### src/rtl/ps2dl_pkg.sv
// ----------------------------------------------------------------------------
// ps2dl_pkg
// Types and constants shared by the PS/2 device link engine: event codes,
// link modes, frame phases, the link state record and the result record.
// ----------------------------------------------------------------------------
package ps2dl_pkg;

    // Event kind carried with each request
    typedef enum logic [1:0] {
        EV_CLK_RISE = 2'd0,
        EV_CLK_FALL = 2'd1,
        EV_DATA_TICK = 2'd2,
        EV_SEND_REQ = 2'd3
    } t_event;

    // Link mode, also reported as link status
    typedef enum logic [1:0] {
        MODE_IDLE = 2'd0,
        MODE_REQUEST = 2'd1,
        MODE_SEND = 2'd2,
        MODE_RECEIVE = 2'd3
    } t_mode;

    // Position inside a frame
    typedef enum logic [2:0] {
        PH_START = 3'd0,
        PH_DATA = 3'd1,
        PH_PARITY = 3'd2,
        PH_STOP = 3'd3,
        PH_ACK = 3'd4,
        PH_FINISHED = 3'd5
    } t_phase;

    // Index of the last data bit of a frame
    localparam int unsigned LAST_BIT = 7;

    // Error flag positions
    localparam int unsigned ERR_START = 0;
    localparam int unsigned ERR_PARITY = 1;
    localparam int unsigned ERR_STOP = 2;

    // Link state carried from event to event
    typedef struct packed {
        t_mode mode;
        t_phase phase;
        logic send_pending;
        logic [7:0] tx_shift;
        logic [3:0] bit_index;
        logic parity_acc;
        logic [7:0] rx_shift;
        logic [2:0] error_bits;
    } t_state;

    // One result per event
    typedef struct packed {
        logic clk_write;
        logic clk_level;
        logic data_write;
        logic data_level;
        logic rx_valid;
        logic [7:0] rx_byte;
        logic [2:0] rx_errors;
        logic tx_done;
        t_mode link_status;
    } t_result;

endpackage

### src/rtl/ps2dl_step.sv
// ----------------------------------------------------------------------------
// ps2dl_step
// Next-state and result logic for one link event. Purely combinational:
// takes the current link state and one event, gives the new state and the
// line drive / status result for that event.
// ----------------------------------------------------------------------------
module ps2dl_step
    import ps2dl_pkg::*;
(
    input  t_event     i_func,
    input  logic       i_clk_line,
    input  logic       i_data_line,
    input  logic [7:0] i_send_byte,
    input  t_state     i_state,
    output t_state     o_state,
    output t_result    o_result
);

    t_state  s;
    t_result r;
    logic    tx_bit;
    logic [3:0] bit_next;

    always_comb begin
        s = i_state;
        r = '0;
        tx_bit = 1'b1;
        bit_next = i_state.bit_index + 4'd1;

        unique case (i_func)
            EV_CLK_RISE: begin
                // detect host request: CLK low, then released
                if (s.mode == MODE_IDLE) begin
                    if (!i_clk_line) begin
                        s.mode = MODE_REQUEST;
                    end
                end else if (s.mode == MODE_REQUEST) begin
                    if (i_clk_line) begin
                        s.mode = MODE_RECEIVE;
                        s.phase = PH_START;
                        s.bit_index = '0;
                    end
                end
                // drive CLK high while a frame is active
                if (s.mode == MODE_SEND || s.mode == MODE_RECEIVE) begin
                    r.clk_write = 1'b1;
                    r.clk_level = 1'b1;
                end
                // close a finished transmit frame
                if (s.mode == MODE_SEND && s.phase >= PH_FINISHED) begin
                    s.mode = MODE_IDLE;
                    s.send_pending = 1'b0;
                    r.tx_done = 1'b1;
                end
                // start a pending transmit
                if (s.mode == MODE_IDLE && s.send_pending) begin
                    s.mode = MODE_SEND;
                    s.phase = PH_START;
                end
            end
            EV_CLK_FALL: begin
                // drive CLK low while a frame is active
                if (s.mode == MODE_SEND || s.mode == MODE_RECEIVE) begin
                    r.clk_write = 1'b1;
                    r.clk_level = 1'b0;
                end
                // hand over a finished receive frame
                if (s.mode == MODE_RECEIVE && s.phase >= PH_FINISHED) begin
                    s.mode = MODE_IDLE;
                    r.rx_valid = 1'b1;
                    r.rx_byte = s.rx_shift;
                    r.rx_errors = s.error_bits;
                end
            end
            EV_DATA_TICK: begin
                if (s.mode == MODE_SEND || s.mode == MODE_RECEIVE) begin
                    if (!i_clk_line) begin
                        // host pulled CLK low: release DATA and drop the frame
                        r.data_write = 1'b1;
                        r.data_level = 1'b1;
                        s.mode = MODE_IDLE;
                    end else if (s.mode == MODE_SEND) begin
                        // shift out one transmit bit
                        unique case (s.phase)
                            PH_START: begin
                                s.bit_index = '0;
                                s.parity_acc = 1'b0;
                                tx_bit = 1'b0;
                                s.phase = PH_DATA;
                            end
                            PH_DATA: begin
                                tx_bit = s.tx_shift[s.bit_index[2:0]];
                                s.bit_index = bit_next;
                                s.parity_acc = s.parity_acc ^ tx_bit;
                                if (bit_next > 4'(LAST_BIT)) begin
                                    s.parity_acc = ~s.parity_acc;
                                    s.phase = PH_PARITY;
                                end
                            end
                            PH_PARITY: begin
                                tx_bit = s.parity_acc;
                                s.phase = PH_STOP;
                            end
                            PH_STOP: begin
                                tx_bit = 1'b1;
                                s.phase = PH_FINISHED;
                            end
                            default: begin
                                tx_bit = 1'b1;
                            end
                        endcase
                        r.data_write = 1'b1;
                        r.data_level = tx_bit;
                    end else begin
                        // sample one receive bit, then ack
                        unique case (s.phase)
                            PH_START: begin
                                s.bit_index = '0;
                                s.parity_acc = 1'b0;
                                s.error_bits = '0;
                                s.error_bits[ERR_START] = i_data_line;
                                s.phase = PH_DATA;
                            end
                            PH_DATA: begin
                                s.rx_shift[s.bit_index[2:0]] = i_data_line;
                                s.bit_index = bit_next;
                                s.parity_acc = s.parity_acc ^ i_data_line;
                                if (bit_next > 4'(LAST_BIT)) begin
                                    s.parity_acc = ~s.parity_acc;
                                    s.phase = PH_PARITY;
                                end
                            end
                            PH_PARITY: begin
                                if (i_data_line != s.parity_acc) begin
                                    s.error_bits[ERR_PARITY] = 1'b1;
                                end
                                s.phase = PH_STOP;
                            end
                            PH_STOP: begin
                                if (!i_data_line) begin
                                    s.error_bits[ERR_STOP] = 1'b1;
                                end
                                s.phase = PH_ACK;
                            end
                            PH_ACK: begin
                                r.data_write = 1'b1;
                                r.data_level = 1'b0;
                                s.phase = PH_FINISHED;
                            end
                            default: begin
                                r.data_write = 1'b1;
                                r.data_level = 1'b1;
                            end
                        endcase
                    end
                end
            end
            EV_SEND_REQ: begin
                // latch a byte unless one is already waiting
                if (!s.send_pending) begin
                    s.send_pending = 1'b1;
                    s.tx_shift = i_send_byte;
                end
            end
            default: begin
            end
        endcase

        r.link_status = s.mode;
        o_state = s;
        o_result = r;
    end

endmodule

### src/rtl/ps2_device_link_engine.sv
// ----------------------------------------------------------------------------
// ps2_device_link_engine
// Device side of a PS/2 link that generates the clock itself.
// ----------------------------------------------------------------------------
// Each request is one line event (CLK rise, CLK fall, data tick or send
// request) with the sampled CLK and DATA levels, and gives exactly one
// result: the CLK/DATA drive for that event, a completed received byte with
// its start/parity/stop error flags, a transmit-done flag and the link mode
// after the event. One request is taken every clock cycle unless the result
// side holds back; each request goes through an input register, one pass of
// next-state logic and a result register, which holds the result on the
// output until it is taken. The link state updates in that single pass,
// which is what sets the one-per-cycle rate. Back-pressure on the result
// side stalls the input after the two registers fill.
// ----------------------------------------------------------------------------
module ps2_device_link_engine
    import ps2dl_pkg::*;
(
    input  logic        i_clk,
    input  logic        i_rst_n,
    input  logic        s_axis_tvalid,
    output logic        s_axis_tready,
    // [0] clk_line, [1] data_line, [9:2] send_byte, [15:10] zero
    input  logic [15:0] s_axis_tdata,
    // [1:0] func
    input  logic [1:0]  s_axis_tuser,
    output logic        m_axis_tvalid,
    input  logic        m_axis_tready,
    // [0] clk_write, [1] clk_level, [2] data_write, [3] data_level,
    // [4] rx_valid, [12:5] rx_byte, [15:13] rx_errors, [16] tx_done,
    // [18:17] link_status, [23:19] zero
    output logic [23:0] m_axis_tdata
);

    logic       r_in_valid;
    t_event     r_func;
    logic       r_clk_line;
    logic       r_data_line;
    logic [7:0] r_send_byte;

    t_state     r_state;
    t_state     n_state;
    t_result    n_result;

    logic       r_out_valid;
    t_result    r_out;

    logic       adv;

    // advance the event stage when the result register can take it
    assign adv = r_in_valid && (!r_out_valid || m_axis_tready);
    assign s_axis_tready = !r_in_valid || !r_out_valid || m_axis_tready;

    // hold the accepted request
    always_ff @(posedge i_clk) begin
        if (!i_rst_n) begin
            r_in_valid <= 1'b0;
        end else if (s_axis_tready) begin
            r_in_valid <= s_axis_tvalid;
        end
        if (s_axis_tready && s_axis_tvalid) begin
            r_func <= t_event'(s_axis_tuser);
            r_clk_line <= s_axis_tdata[0];
            r_data_line <= s_axis_tdata[1];
            r_send_byte <= s_axis_tdata[9:2];
        end
    end

    ps2dl_step u_step (
        .i_func      (r_func),
        .i_clk_line  (r_clk_line),
        .i_data_line (r_data_line),
        .i_send_byte (r_send_byte),
        .i_state     (r_state),
        .o_state     (n_state),
        .o_result    (n_result)
    );

    // update the link state once per processed event
    always_ff @(posedge i_clk) begin
        if (!i_rst_n) begin
            r_state.mode <= MODE_IDLE;
            r_state.phase <= PH_START;
            r_state.send_pending <= 1'b0;
            r_state.tx_shift <= '0;
            r_state.bit_index <= '0;
            r_state.parity_acc <= 1'b0;
            r_state.rx_shift <= '0;
            r_state.error_bits <= '0;
        end else if (adv) begin
            r_state <= n_state;
        end
    end

    // load the result register, drop it once taken
    always_ff @(posedge i_clk) begin
        if (!i_rst_n) begin
            r_out_valid <= 1'b0;
        end else if (adv) begin
            r_out_valid <= 1'b1;
        end else if (m_axis_tready) begin
            r_out_valid <= 1'b0;
        end
        if (adv) begin
            r_out <= n_result;
        end
    end

    assign m_axis_tvalid = r_out_valid;
    assign m_axis_tdata = {5'd0, r_out.link_status, r_out.tx_done, r_out.rx_errors,
                           r_out.rx_byte, r_out.rx_valid, r_out.data_level,
                           r_out.data_write, r_out.clk_level, r_out.clk_write};

    // the state moves only when an event is processed
    assert property (@(posedge i_clk) disable iff (!i_rst_n)
        !adv |=> $stable(r_state))
        else $error("link state changed without an event");

    // the data bit counter never runs past the parity point
    assert property (@(posedge i_clk) disable iff (!i_rst_n)
        r_state.bit_index <= 4'(LAST_BIT + 1))
        else $error("bit index out of range");

    // a completed frame always leaves the link idle
    assert property (@(posedge i_clk) disable iff (!i_rst_n)
        r_out_valid && (r_out.tx_done || r_out.rx_valid) |->
            r_out.link_status == MODE_IDLE && !(r_out.tx_done && r_out.rx_valid))
        else $error("frame completion with link not idle");

    // a pending send clears only together with a transmit-done result
    assert property (@(posedge i_clk) disable iff (!i_rst_n)
        $past(i_rst_n) && $fell(r_state.send_pending) |->
            r_out_valid && r_out.tx_done)
        else $error("send request dropped without tx_done");

    // no received byte or errors leak out without rx_valid
    assert property (@(posedge i_clk) disable iff (!i_rst_n)
        r_out_valid && !r_out.rx_valid |-> r_out.rx_byte == '0 && r_out.rx_errors == '0)
        else $error("receive payload without rx_valid");

endmodule

### config.mk
export PLATFORM = sky130hd
export DESIGN_NAME = ps2_device_link_engine
export DESIGN_NICKNAME = d
export VERILOG_FILES = /design/src/rtl/ps2dl_pkg.sv /design/src/rtl/ps2dl_step.sv /design/src/rtl/ps2_device_link_engine.sv
export SDC_FILE = /design/constraint.sdc
export NUM_CORES = 1
export LEC_CHECK = 0
export ABC_AREA = 1
export BUFFER_PORTS_ARGS = -buffer_cell sky130_fd_sc_hd__buf_2
export CORE_ASPECT_RATIO = 0.75
export CORE_UTILIZATION = 51
export CTS_CLUSTER_DIAMETER = 200
export DETAILED_ROUTE_END_ITERATION = 6
export PLACE_DENSITY = 0.76
export SLEW_MARGIN = 30
export SYNTH_ARGS = -nofsm -noshare
export SYNTH_HDL_FRONTEND = slang
export SYNTH_SLANG_ARGS = --single-unit
export TNS_END_PERCENT = 20
### constraint.sdc
create_clock -name i_clk -period 1.9 [get_ports i_clk]
set_input_delay 0.19 -clock i_clk [delete_from_list [all_inputs] [get_ports i_clk]]
set_output_delay 0.19 -clock i_clk [all_outputs]
set_load 0.1 [all_outputs]
==> flow_summary_export.csv <==
group,metric,value,unit
setup_path,worst_path_max_delay_cell,"edfxtp_1",
power,power_density,849,nW/µm²
place,place.gp.congestion,0.890,
timing,slew_violations,0,
power,ir_drop,0.571,mV
grt,grt_use_total,0.203,
drt,drt_pass1_iterations,4,
synthesis,synth-seq-area-share,0.528,
setup_path,crit_top_cell,"nand2_2",
floorplanning,die_w,90.3,µm
clock_tree,cts_buffer_depth,2,
synthesis,syn_area_per_cell,8.14,µm²
finish,drive_gt1_frac,0.184,
grt,grt_max_degree,23,
clock_tree,h-tree-depth,3,
clock_tree,clkSlewWorstSetupHoldPaths,70,ps
timing,max_freq,0.569,GHz
synthesis,ys_top_cells_by_count,"nand2_1, inv_1, nor2_1",
drt,wl_met1,2.79,mm
timing,fin_crit_sh,0.926,
synthesis,synth_area_leaders,"edfxtp_1, dfxtp_1, nand2_1",
timing,fin_worst_skew,5.47,ps
setup_path,rrSetupSlack,140,ps
timing,tightest_slew,856,ps
finish,multiInputGateArea,1120,µm²
timing,hold_viol,0,
power,p_int,2.13,mW
timing,fin_setup_tns,0,ps
power,fin_total_pwr,2.92,mW
grt,antenna_found_initial,0,
drt,final_antenna_net_count,0,
power,seq_power_share,0.512,
drt,wirelength,5.66,mm
setup_path,critPathArrivalTime,1990,ps
timing,fin_crit,1760,ps
drt,routed.top_layer,"met4",
outcome,run_status,"completed",
clock_tree,cts_tree,"done",
power,p_sw_frac,0.270,
power,pwr-share-comb,0.109,
synthesis,synth_edf_count,31,
drt,vias_per_cell,4.92,
finish,fin_area,3440,µm²
job,cap_violations,0,
timing,rsz0062_at_grt,"no",
drt,drt_iter0_markers,218,
synthesis,syn_inst,366,
drt,wl_met3,426,µm
synthesis,yosysWarningCount,0,
floorplanning,core_area,5500,µm²
setup_path,crit_required,2130,ps
drt,vias,2404,
clock_tree,clk_latency,340,ps
floorplanning,initial_core_util,0.542,
power,clockPowerShare,0.380,
setup_path,crit_family,"flip-flops",
place,hpwl,4.21,mm
setup_path,path_buf_inv,2,
clock_tree,cts_hold_buf,0,
power,p_leak,1.47,nW
setup_path,crit_path_max_incr_delay,420,ps
floorplanning,core.rowCount,23,
synthesis,ys_types,28,
setup_path,critPathKind,"flop to flop",
timing,final-setup-viol-count,0,
drt,wl_per_cell,11.6,µm
setup_path,cp_max_fo,5,
place,portBuffers,36,
finish,register_area,1570,µm²
synthesis,synth_top_area_cell,"edfxtp_1",
place,dpl-instance-area,3230,µm²
drt,drc_errors,0,
grt,grt_pass1_wl,9.44,mm
finish,syn_to_final_growth,15.5,%
finish,num_antenna_cells,0,
synthesis,async_flop_share,0,
hold_path,hp-class,"primary input to flop",
drt,wl_met2,2.38,mm
finish,nets,437,
clock_tree,cts.sinks,63,
synthesis,synth_top_area_share,0.312,
clock_tree,cts_root_buf,"clkbuf_8",
setup_path,worstSetupEndpointType,"flop",
setup_path,crit_path_start_kind,"flop",
finish,fillers,479,
grt,grt_overflow,0,
synthesis,synth_area,2980,µm²
synthesis,synth-main-ff-cell,"dfxtp_1",
timing,slew_headroom,0.427,
grt,grt_pass1_vias,2166,
clock_tree,cts_buffers,9,
floorplanning,die_height,68.2,µm
synthesis,ys_ff_latch,63,
synthesis,synth.most_common_cell,"nand2_1",
floorplanning,die_area,6150,µm²
floorplanning,pin_count,48,
power,p_switching,0.788,mW
setup_path,crit_chain,"inv_1 -> ha_1 -> nand2_2 -> clkinv_2 -> nand2_2 -> a21oi_4 -> nand3b_2 -> o21ai_1 -> nor2_1",
per-stage QoR:
stage	cells	setup slack [ps]	utilization	hold WS [ps]
floorplan	370	114	-	289
global placement	472	211	0.588	366
detailed placement	472	164	0.588	368
CTS	488	145	0.622	5.25
global route	489	4.92	0.626	3.18
finish	489	141	0.626	21.4
routing by layer:
layer | up-vias | GRT usage
met5 | - | 0
met1 | 1064 | 0.260
met3 | 6 | 0.0711
li1 | 1249 | -
met2 | 85 | 0.321
met4 | 0 | 0.0786
worst register-to-register path, cell delays in order (launching register included):
cell and delay [ps]:
edfxtp_1 420, inv_1 110, ha_1 180, nand2_2 100, clkinv_2 110, nand2_2 90
a21oi_4 160, nand3b_2 150, o21ai_1 250, nor2_1 80
worst paths after layout:
kind,start,to,cells after the start
worst max-delay path,r_func[0]$_DFFE_PP_,r_state[13]$_SDFFE_PN0P_,9
worst min-delay path,s_axis_tdata[3],r_send_byte[1]$_DFFE_PP_,1
worst max register to register,r_func[0]$_DFFE_PP_,r_state[13]$_SDFFE_PN0P_,9
worst min register to register,r_state[19]$_SDFFE_PN0P_,r_state[19]$_SDFFE_PN0P_,2
cell usage in the layout (no fill, tap or decap), drive strengths merged, types with 2 or more instances in the layout:
cell type  count
clkbuf        10
conb           5
nor2          45
edfxtp        31
buf           42
nand4          2
a21oi         31
nor3           4
o21ai         25
nand3         28
ha             6
nand2         78
clkinv         5
inv           63
dfxtp         32
layout make-up:
class / count / share of cell area
clock inverters: 6 / 0.0178
well taps: 75 / 0.0273
multi-input cells: 229 / 0.324
inverters: 64 / 0.0709
repair buffers: 42 / 0.0655
flip-flops and latches: 63 / 0.457
clock buffers: 10 / 0.0371
kinds of logic (layout without fill, tap and decap cells):
kind of cell	after synthesis	in the layout	share of synthesized area
AO/OA/AOI/OAI	60	60	0.106
adder cells (fa/ha/maj)	6	6	0.0252
buffers and inverters	78	122	0.110
flip-flops	63	63	0.528
other	1	5	0.00126
AND/OR/NAND/NOR	158	158	0.230
power groups by stage:
stage	clock network, mW	logic, mW	registers [mW]
global placement	0	0.310	1.52
finish	1.11	0.318	1.49
global route	1.19	0.344	1.50
detailed placement	0	0.314	1.52
floorplan	0	0.174	1.61
CTS	1.14	0.314	1.49
repair_timing:
item	CTS	global route
buffers inserted	0	1
gates resized for setup	0	4
setup endpoints to repair	0	6
Power figures use the tool's default switching activity.
